<file path="config.mk">
export PLATFORM = sky130hd
export DESIGN_NAME = sbs_engine
export DESIGN_NICKNAME = d
export VERILOG_FILES = /design/src/hw/rtl/sbs_pkg.sv /design/src/hw/rtl/sbs_engine.sv
export SDC_FILE = /design/constraint.sdc
export NUM_CORES = 1
export LEC_CHECK = 0
export ABC_AREA = 0
export ABC_CLOCK_PERIOD_IN_PS = 22400
export BUFFER_PORTS_ARGS = -buffer_cell sky130_fd_sc_hd__buf_2
export CAP_MARGIN = 20
export CORE_MARGIN = 2
export CORE_UTILIZATION = 45
export CTS_BUF_LIST = sky130_fd_sc_hd__clkbuf_4
export DETAILED_ROUTE_END_ITERATION = 12
export PLACE_DENSITY = 0.73
export SLEW_MARGIN = 20
export SYNTH_ARGS = -nofsm -noshare
export SYNTH_HDL_FRONTEND = slang
export SYNTH_SLANG_ARGS = --single-unit
</file>
<file path="constraint.sdc">
create_clock -name clk -period 22.4 [get_ports clk]
set_input_delay 4.48 -clock clk [delete_from_list [all_inputs] [get_ports clk]]
set_output_delay 4.48 -clock clk [all_outputs]
set_load 0.02 [all_outputs]
</file>
<file path="src/hw/rtl/sbs_pkg.sv">
// ----------------------------------------------------------------------------
// Sorted table binary search: shared definitions
// Field widths, item mode codes and the result record passed to the output.
// ----------------------------------------------------------------------------
package sbs_pkg;

	localparam int DEFAULT_TABLE_DEPTH = 1024;
	localparam int DATA_W              = 32;
	localparam int INDEX_W             = 10;
	localparam int COUNT_W             = 11;

	typedef enum logic [1:0] {
		MODE_LOAD  = 2'd0,
		MODE_EXACT = 2'd1,
		MODE_LOWER = 2'd2,
		MODE_UPPER = 2'd3
	} mode_t;

	typedef struct packed {
		logic [COUNT_W-1:0] position;
		logic               found;
	} result_t;

endpackage

</file>
<file path="src/hw/rtl/sbs_engine.sv">
// ----------------------------------------------------------------------------
// Search sequencer
// Writes loaded entries and runs one table probe per cycle for a search.
// ----------------------------------------------------------------------------
module sbs_engine
	import sbs_pkg::*;
#(
	parameter int TABLE_DEPTH = DEFAULT_TABLE_DEPTH,
	localparam int AW = $clog2(TABLE_DEPTH)
) (
	input  logic                     clk,
	input  logic                     arst_n,
	input  logic                     in_valid,
	output logic                     busy,
	input  logic [1:0]               mode,
	input  logic [INDEX_W-1:0]       entry_index,
	input  logic signed [DATA_W-1:0] key_value,
	input  logic [COUNT_W-1:0]       active_count,
	output logic                     ram_we,
	output logic                     ram_re,
	output logic [AW-1:0]            ram_addr,
	output logic [DATA_W-1:0]        ram_wdata,
	input  logic [DATA_W-1:0]        ram_rdata,
	input  logic                     out_free,
	output logic                     res_push,
	output result_t                  res
);

	typedef enum logic [2:0] {
		ST_IDLE   = 3'b001,
		ST_PROBE  = 3'b010,
		ST_FINISH = 3'b100
	} state_t;

	state_t                   state_q, state_d;
	logic [COUNT_W-1:0]       lo_q, lo_d, hi_q, hi_d, mid_q, mid_d;
	logic signed [DATA_W-1:0] key_q, key_d;
	mode_t                    mode_q, mode_d;
	result_t                  res_q, res_d;

	logic signed [DATA_W-1:0] probe;
	logic                     hit, go_left;
	logic [COUNT_W-1:0]       nlo, nhi, nmid;

	assign probe   = $signed(ram_rdata);
	assign hit     = (probe == key_q);
	assign go_left = (mode_q == MODE_LOWER) ? (probe >= key_q) : (probe > key_q);
	assign nlo     = go_left ? lo_q : mid_q + COUNT_W'(1);
	assign nhi     = go_left ? mid_q : hi_q;
	assign nmid    = nlo + ((nhi - nlo) >> 1);

	assign ram_wdata = key_value;

	always_comb begin
		state_d  = state_q;
		lo_d     = lo_q;
		hi_d     = hi_q;
		mid_d    = mid_q;
		key_d    = key_q;
		mode_d   = mode_q;
		res_d    = res_q;
		ram_we   = 1'b0;
		ram_re   = 1'b0;
		ram_addr = AW'(mid_q);
		unique case (state_q)
			ST_IDLE: begin
				if (in_valid) begin
					if (mode == MODE_LOAD) begin
						ram_we   = (32'(entry_index) < 32'(TABLE_DEPTH));
						ram_addr = AW'(entry_index);
					end else begin
						key_d  = key_value;
						mode_d = mode_t'(mode);
						lo_d   = '0;
						hi_d   = active_count;
						mid_d  = active_count >> 1;
						if (active_count != '0) begin
							ram_re   = 1'b1;
							ram_addr = AW'(active_count >> 1);
							state_d  = ST_PROBE;
						end else begin
							res_d.position = '0;
							res_d.found    = (mode != MODE_EXACT);
							state_d        = ST_FINISH;
						end
					end
				end
			end
			ST_PROBE: begin
				if (mode_q == MODE_EXACT && hit) begin
					res_d.position = mid_q;
					res_d.found    = 1'b1;
					state_d        = ST_FINISH;
				end else begin
					lo_d  = nlo;
					hi_d  = nhi;
					mid_d = nmid;
					if (nlo < nhi) begin
						ram_re   = 1'b1;
						ram_addr = AW'(nmid);
					end else begin
						res_d.position = (mode_q == MODE_EXACT) ? '0 : nlo;
						res_d.found    = (mode_q != MODE_EXACT);
						state_d        = ST_FINISH;
					end
				end
			end
			ST_FINISH: begin
				if (out_free) begin
					state_d = ST_IDLE;
				end
			end
			default: begin
				state_d = ST_IDLE;
			end
		endcase
	end

	always_ff @(posedge clk or negedge arst_n) begin
		if (!arst_n) begin
			state_q <= ST_IDLE;
		end else begin
			state_q <= state_d;
		end
	end

	always_ff @(posedge clk) begin
		lo_q   <= lo_d;
		hi_q   <= hi_d;
		mid_q  <= mid_d;
		key_q  <= key_d;
		mode_q <= mode_d;
		res_q  <= res_d;
	end

	assign busy     = (state_q != ST_IDLE);
	assign res_push = (state_q == ST_FINISH) && out_free;
	assign res      = res_q;

endmodule

</file>
After elaboration in Yosys (flattened, before gate mapping)
Cells that the tools add are included.
W data, S select, Z words.
Storage, ports and cells
  register bits: 82
  input port bits: 91
  output and inout bits: 58
  logic and storage cells: 83
Cells by class
  add/sub/neg operators: 3
  magnitude comparators: 3
  equal/unequal tests: 15
  multiplexer cells: 44
  bitwise gates (word level): 1
  reduce and logical (&&, ||, !) cells: 9
Operator list (number)
  $mux W11: 12
  $pmux W11 S2: 3
  $mux W12: 5
  $mux W10: 5
  $eq A32 B32 Y1: 1
  $ge A32 B32 Y1: 1
  $gt A32 B32 Y1: 1
  $pmux W12 S2: 1
  $pmux W10 S2: 1
  $mux W3: 6
  $add A11 B1 Y11 const B: 1
  $add A11 B10 Y11: 1
  $lt A11 B11 Y1: 1
  $reduce_bool A11 Y1: 1
  $sub A11 B11 Y11: 1
  $ne A2 B2 Y1 const B: 5
  $mux W1: 9
  $pmux W3 S3: 1
  $reduce_and A4 Y1: 2
  $reduce_and A5 Y1: 1
  $ne A2 B1 Y1 const B: 2
  $eq A3 B1 Y1 const B: 1
  $eq A3 B2 Y1 const B: 1
  $eq A3 B3 Y1 const B: 1
  10 further kinds: 11

Longest topological paths before layout
Gate-level depths: netlist (run 1).
  depth in word-level cells: 8
  mapped depth: 28
  depth with buffers taken out: 26

Worst setup path after synthesis (run 1)
OpenSTA, ideal clock, no wires.
  path type: input to output
  start: in ram_rdata[25]
  end: out ram_addr[7]
  data arrival time: 9.612 ns
  data required time: 17.920 ns
  path slack: 8.308 ns
  stages on the path: 27
  buffers on the path: 2
  path through: ha_1 > nand4_1 > nor3_1 > a2111o_1 > or3_4 > o21ai_2 > buf_2 > buf_2 > mux2i_1 > inv_1 > ha_1 > fa_1 > nor2b_1 > o21ai_0 > a21boi_0 > o21ai_0 > nand2b_1 > a21o_1 > a21oi_1 > xnor2_1 > ha_1 > inv_1 > nor4_1 > a21oi_1 > o311ai_0 > a311oi_1 > o221ai_1
On the way
  cells in the longest elaborated chain, start to end: 8
  elaborated cells on any way between the ends: 13
  those cells by class: 2 x add/sub; 3 x order compare; 1 x eq/ne; 6 x mux; 1 x reduce/logical
RTL lines
  start: declaration: RTL line sbs_engine.sv:23  | input logic [DATA_W-1:0] ram_rdata,
  $gt A32 B32 Y1 or $ge A32 B32 Y1 (tied branches): RTL line sbs_engine.sv:47  | assign go_left = (mode_q == MODE_LOWER) ? (probe >= key_q) : (probe > key_q);
  $mux W1 *: RTL line sbs_engine.sv:47
  $mux W11 *: RTL line sbs_engine.sv:48  | assign nlo = go_left ? lo_q : mid_q + COUNT_W'(1);
  net nlo[0]: RTL line sbs_engine.sv:43  | logic [COUNT_W-1:0] nlo, nhi, nmid;
  $sub A11 B11 Y11: RTL line sbs_engine.sv:50  | assign nmid = nlo + ((nhi - nlo) >> 1);
  $add A11 B10 Y11: RTL line sbs_engine.sv:50
  $mux W10 *: RTL line sbs_engine.sv:98  | if (nlo < nhi) begin
  $mux W10 *: RTL line sbs_engine.sv:90  | if (mode_q == MODE_EXACT && hit) begin
  $pmux W10 S2 *: RTL line sbs_engine.sv:65  | unique case (state_q)
  end: declaration: RTL line sbs_engine.sv:21  | output logic [AW-1:0] ram_addr,
The timed path passes the listed nets; every way through them passes the cells marked *.

Final worst setup path (run 1)
  start: in ram_rdata[27]
  end: out ram_addr[7]
The elaborated chain is that of the path after synthesis.

==> flow_summary.json, run 1 <==
{
  "hold_buffers": 0,
  "wirelength_um": 14200,
  "drc": 0,
  "synth_fp_nets": 739,
  "p_int_mw": 0.552,
  "num_rows": 41,
  "cts.path.max_buffers": 2,
  "die_w_um": 118,
  "fin_crit_ps": 14910,
  "rsz0062_at_grt": "false",
  "setup_violations": 0,
  "slew_headroom_pct": 33.3,
  "cp.required_ps": 17920,
  "fin_worst_skew_ps": 18.4,
  "cts_setup_buffers": 0,
  "final_antenna_net_count": 0,
  "layout_common_cells": "buf_2 (148), edfxtp_1 (79), nand2_1 (57)",
  "hp-class": "reg2reg",
  "antenna_found_initial": 1,
  "synth_area_um2": 5850,
  "synth_top_area_share_pct": 40.5,
  "peakVddDrop_uv": 82.8,
  "synth_top_family_by_area": "simple AND/OR/NAND/NOR gates",
  "critPathKind": "in2out",
  "cts.sinks": 82,
  "synth-simple-area-share_pct": 14.1,
  "cp_common_cell": "ha_1",
  "clock_tree.htree_level_count": 3,
  "p_comb_share_pct": 68.0,
  "drive_gt1_share_pct": 27.4,
  "status": "finished clean",
  "wl_per_cell_um": 16.1,
  "yosysWarnings": 0,
  "grt_first_pass_wirelength_um": 23000,
  "dr.max_layer_used": "met4",
  "cp-end-kind": "output port",
  "dp_hpwl_um": 11200,
  "fin_tns_setup_ps": 0,
  "power.switching_mw": 0.532,
  "synthAdderAreaFrac_pct": 12.0,
  "via_count": 4823,
  "ys_seq_area_share_pct": 41.8,
  "cts-root-buf": "clkbuf_4",
  "tightest_slew_ps": 999,
  "io_buffer_count": 148,
  "syn_to_final_growth_pct": 14.6,
  "num-fill-cells": 1103,
  "drt-pass1-iter-count": 5,
  "start_util_pct": 46.2,
  "seq_area_um2": 2450,
  "synth-compound-area-share_pct": 14.1,
  "power_density_nw_per_um2": 162,
  "p_sw_share_pct": 49.1,
  "wl_met1_um": 6220,
  "ios": 149,
  "grt_usage_pct": 20.5,
  "post-synth-top-area-cell": "edfxtp_1",
  "final_common_cell": "buf_2",
  "synth.area.top_cells": "edfxtp_1 (41%), ha_1 (11%), buf_4 (4.4%)",
  "cp_num_buf_inv": 5,
  "cts-resized-gates": 0,
  "viasPerCell": 5.46,
  "synth_xor_area_share_pct": 4.49,
  "die_h_um": 118,
  "first_global_vias": 4779,
  "cp_slowest_cell": "a2111o_1",
  "grt_max_degree": 37,
  "core_um2": 12700,
  "synth.area.mux_share_pct": 4.60,
  "crit_family": "compound AO/OA/AOI/OAI gates",
  "place_congestion": 0.930,
  "leakage_nw": 3.01,
  "worst_ep_arrival_time_ps": 10430,
  "synth_edf_count": 79,
  "grt_remaining_overflow": 0,
  "ys.flop_type": "edfxtp_1",
  "power.share.clock_pct": 8.9,
  "final_cell_count_no_fill": 884,
  "clk_pin_slew_ps": 130,
  "post-route-period-util_pct": 66.6,
  "dr_wl_met2_um": 6820,
  "drv_slew": 0,
  "cts_tree": "yes",
  "syn_area_per_cell_um2": 9.87,
  "wl_met3_um": 895,
  "insertion_delay_ps": 440,
  "dp.cells": 869,
  "clock.fmax_mhz": 67.1,
  "finalHoldViolCount": 0,
  "worstPathMaxFanout": 30,
  "cts_buffers": 9,
  "cpPeakStageDelay_ps": 460,
  "synth_seq_cells": 82,
  "ys_types": 64,
  "p_seq_share_pct": 23.1,
  "synthCells": 593,
  "initialDrtViolationCount": 393,
  "startpoint_type": "primary input",
  "fp.dieArea_um2": 13900,
  "multiInputGateArea_um2": 2910,
  "fin_nets": 854,
  "drv_cap": 0,
  "async_reset_ff_share_pct": 3.66
}
==> per-stage QoR <==
step,util (%),hold slack [ps],cell area (µm²),power [mW],setup WS [ps]
CTS,52.9,568,6710,1.07,7600
global route,53.0,601,6710,1.16,7070
detailed placement,51.7,549,6560,0.968,7630
floorplan,-,504,5850,0.795,8310
finish,53.0,564,6710,1.08,7490
global placement,51.7,528,6550,0.952,7970
==> sequential cells by signal (all words and copies together) (netlist names) <==
signal and count:
hi_q 11, key_q 32, lo_q 11, mid_q 11, mode_q 2, res 12, state_q 3
==> Yosys cell counts (all sizes together), types with 10 or more instances <==
cell type / number
edfxtp: 79
nand2: 57
ha: 53
inv: 53
nor2: 45
o21ai: 37
buf: 36
a21oi: 34
nand3: 21
xnor2: 18
a21o: 14
clkbuf: 14
mux2i: 13
mux2: 12
xor2: 12
nand4: 11
o221ai: 10
==> worst min-delay path, delay by kind of cell (launching register included) <==
kind,cells,cell delay [ps]
flops,1,400
buf+inv,1,90
compound gates,1,80
==> power groups by stage <==
| stage | logic, mW | clock network [mW] | registers, mW |
|---|---|---|---|
| after floorplan | 0.548 | 0 | 0.246 |
| after global placement | 0.700 | 0 | 0.251 |
| after CTS | 0.721 | 0.0989 | 0.250 |
| final | 0.737 | 0.0970 | 0.250 |
| after global routing | 0.803 | 0.106 | 0.254 |
| after detailed placement | 0.715 | 0 | 0.253 |
==> worst paths after layout <==
check / end / slack (ps) / start / cells past startpoint
max: ram_addr[7] / 7490 / ram_rdata[27] / 28
min: state_q[0] / 560 / state_q[0] / 2
max reg2reg: mid_q[7] / 16120 / key_q[25] / 27
min reg2reg: state_q[0] / 560 / state_q[0] / 2
max in group asynchronous: state_q[0] / 18400 / arst_n / 1
min in group asynchronous: state_q[2] / 3800 / arst_n / 1
==> per-layer routing <==
layer	up-vias	track usage [%]
met3	29	3.39
li1	2353	-
met4	0	6.78
met2	201	34.5
met5	-	0
met1	2240	27.0
==> area by class of cell <==
type | count | share of cell area [%]
Clock buffer | 10 | 1.12
Tap cell | 172 | 3.21
Antenna cell | 1 | 0.0373
Multi-Input combinational cell | 408 | 43.3
Inverter | 53 | 2.96
Timing Repair Buffer | 154 | 11.7
Sequential cell | 82 | 36.5
Clock inverter | 4 | 1.16
==> kinds of logic (layout without fill, tap and decap cells) <==
family | Yosys count | count (layout)
other | 0 | 1
flip-flops | 82 | 82
XOR/XNOR | 30 | 30
buffers and inverters | 103 | 221
multiplexers | 25 | 25
adder cells (fa/ha/maj) | 55 | 55
AO/OA/AOI/OAI | 128 | 128
AND/OR/NAND/NOR | 170 | 170
Power figures use the tool's default switching activity.
==> run 2, diff against run 1 <==
ABC_CLOCK_PERIOD_IN_PS = 12270   (was 22400)
PLACE_DENSITY = 0.76   (was 0.73)
clock period = 12.27 ns   (was 22.4 ns; I/O delays follow)
==> run 2 against run 1 <==
Utilization up 0.069 points. Die area did not move. Count of clock-buffer cells in the layout up 1. Combinational power increased by 83%. Register-to-register slack got worse by 10000 ps. Final area increased by 0.13%. Critical path depth unchanged. Largest cell class unchanged.
==> flow_summary.json, run 2 (synthesis results as in run 1) <==
{
  "clock.fmax_mhz": 92.5,
  "post-route-period-util_pct": 88.1,
  "tightest_slew_ps": 1040,
  "cp_slowest_cell": "a2111o_1",
  "regMostFlops": "key_q",
  "p_comb_share_pct": 67.8,
  "grt_usage_pct": 20.9,
  "wl_per_cell_um": 16.6,
  "core_um2": 12700,
  "hp-class": "reg2reg",
  "syn_to_final_growth_pct": 14.8,
  "fin_tns_setup_ps": 0,
  "finalHoldViolCount": 0,
  "cp_num_buf_inv": 5,
  "cts-root-buf": "clkbuf_4",
  "place_congestion": 0.909,
  "io_buffer_count": 148,
  "crit_family": "compound AO/OA/AOI/OAI gates",
  "fin_total_pwr_mw": 1.99,
  "drive_gt1_share_pct": 27.6,
  "grt_remaining_overflow": 0,
  "drt-pass1-iter-count": 6,
  "status": "finished clean",
  "critPathKind": "in2out",
  "cts.path.max_buffers": 2,
  "hold_buffers": 0,
  "viasPerCell": 5.65,
  "peakVddDrop_uv": 154,
  "seq_area_um2": 2450,
  "startpoint_type": "primary input",
  "fin_nets": 854,
  "clock_tree.htree_level_count": 3,
  "die_w_um": 118,
  "cts-resized-gates": 0,
  "p_int_mw": 1.01,
  "startpoint": "ram_rdata[27]",
  "rr_worst_depth": 27,
  "slew_headroom_pct": 30.4,
  "final_antenna_net_count": 0,
  "grt_first_pass_wirelength_um": 23200,
  "start_util_pct": 46.2,
  "cp-endpoint": "ram_addr[7]",
  "worst_ep_arrival_time_ps": 8360,
  "antenna_found_initial": 1,
  "cts_buffers": 9,
  "cts.sinks": 82,
  "layout_common_cells": "buf_2 (148), edfxtp_1 (79), nand2_1 (57)",
  "num-fill-cells": 1142,
  "cts_setup_buffers": 0,
  "power.switching_mw": 0.982,
  "fin_worst_skew_ps": 26.9,
  "die_h_um": 118,
  "finish.utilization_pct": 53.0,
  "p_seq_share_pct": 23.0,
  "via_count": 5007,
  "leakage_nw": 3.02,
  "cp_common_cell": "ha_1",
  "clk_pin_slew_ps": 140,
  "wirelength_um": 14700,
  "cp-end-kind": "output port",
  "cts_tree": "yes",
  "rrSetupSlack_ps": 6080,
  "grt_max_degree": 37,
  "initialDrtViolationCount": 436,
  "cpPeakStageDelay_ps": 450,
  "power.share.clock_pct": 9.2,
  "num_rows": 41,
  "fp.dieArea_um2": 13900,
  "drv_slew": 0,
  "reg2reg_from": "key_q[27]",
  "insertion_delay_ps": 460,
  "worstPathMaxFanout": 30,
  "drc": 0,
  "fin_crit_ps": 10810,
  "largest_register_ffs": 32,
  "r2r-end": "mid_q[7]",
  "power_density_nw_per_um2": 297,
  "first_global_vias": 4797,
  "drv_cap": 0,
  "rsz0062_at_grt": "false",
  "cp.depth": 28,
  "cp.required_ps": 9820,
  "ios": 149,
  "setup_violations": 0,
  "multiInputGateArea_um2": 2910,
  "dp_hpwl_um": 11400,
  "p_sw_share_pct": 49.3,
  "final_common_cell": "buf_2"
}
## run 2: cell count changes in the layout (fill, tap and decap cells not counted)
cell / previous run / this run
inv_6: 1 / 0
clkbuf_4: 10 / 11
clkinv_2: 0 / 2
## run 2: stage by stage
| stage | std cells | area (µm²) | worst slack, ps | hold slack, ps |
|---|---|---|---|---|
| final | 886 | 6720 | 1460 | 564 |
| after CTS | 885 | 6720 | 1570 | 564 |
| after global placement | 869 | 6550 | 1900 | 530 |
| after global routing | 886 | 6720 | 994 | 602 |
| after floorplan | 593 | 5850 | 2230 | 504 |
| after detailed placement | 869 | 6560 | 1580 | 547 |
## run 2: routing by layer
| layer | share of wire (%) | wire [µm] | up-vias | GRT usage (%) |
|---|---|---|---|---|
| met5 | 0 | 0 | - | 0 |
| met4 | 2.6 | 378 | 0 | 8.13 |
| met3 | 8.0 | 1180 | 40 | 3.25 |
| met2 | 48 | 7110 | 261 | 35.5 |
| met1 | 41 | 6010 | 2347 | 26.7 |
| li1 | - | - | 2359 | - |
## run 2: worst min-delay path: stages (launching register included)
cell     delay, ps
dfstp_2        400
inv_1           90
a21oi_1         80
## run 2: layout make-up
cell class | count | share of cell area, %
multi-input combinational | 408 | 43.3
sequential | 82 | 36.4
timing repair buffer | 154 | 11.7
tap | 172 | 3.20
inverter | 53 | 2.96
clock buffer | 11 | 1.23
clock inverter | 5 | 1.17
antenna | 1 | 0.0372
## run 2: worst min-delay path by stage
stage	from	end	slack [ps]	depth (start not counted)
2_1_floorplan	state_q[0]	state_q[0]	500	2
3_3_place_gp	state_q[0]	state_q[0]	530	2
3_5_place_dp	state_q[0]	state_q[0]	550	2
4_1_cts	state_q[0]	state_q[0]	560	2
5_1_grt	state_q[0]	state_q[0]	600	2
6_report	state_q[0]	state_q[0]	560	2
## run 2: power groups by stage
stage	Clock, mW	Combinational (mW)	Sequential, mW
6_report	0.183	1.35	0.458
5_1_grt	0.196	1.48	0.465
4_1_cts	0.184	1.33	0.456
3_5_place_dp	0	1.31	0.463
3_3_place_gp	0	1.28	0.459
2_1_floorplan	0	1.00	0.449
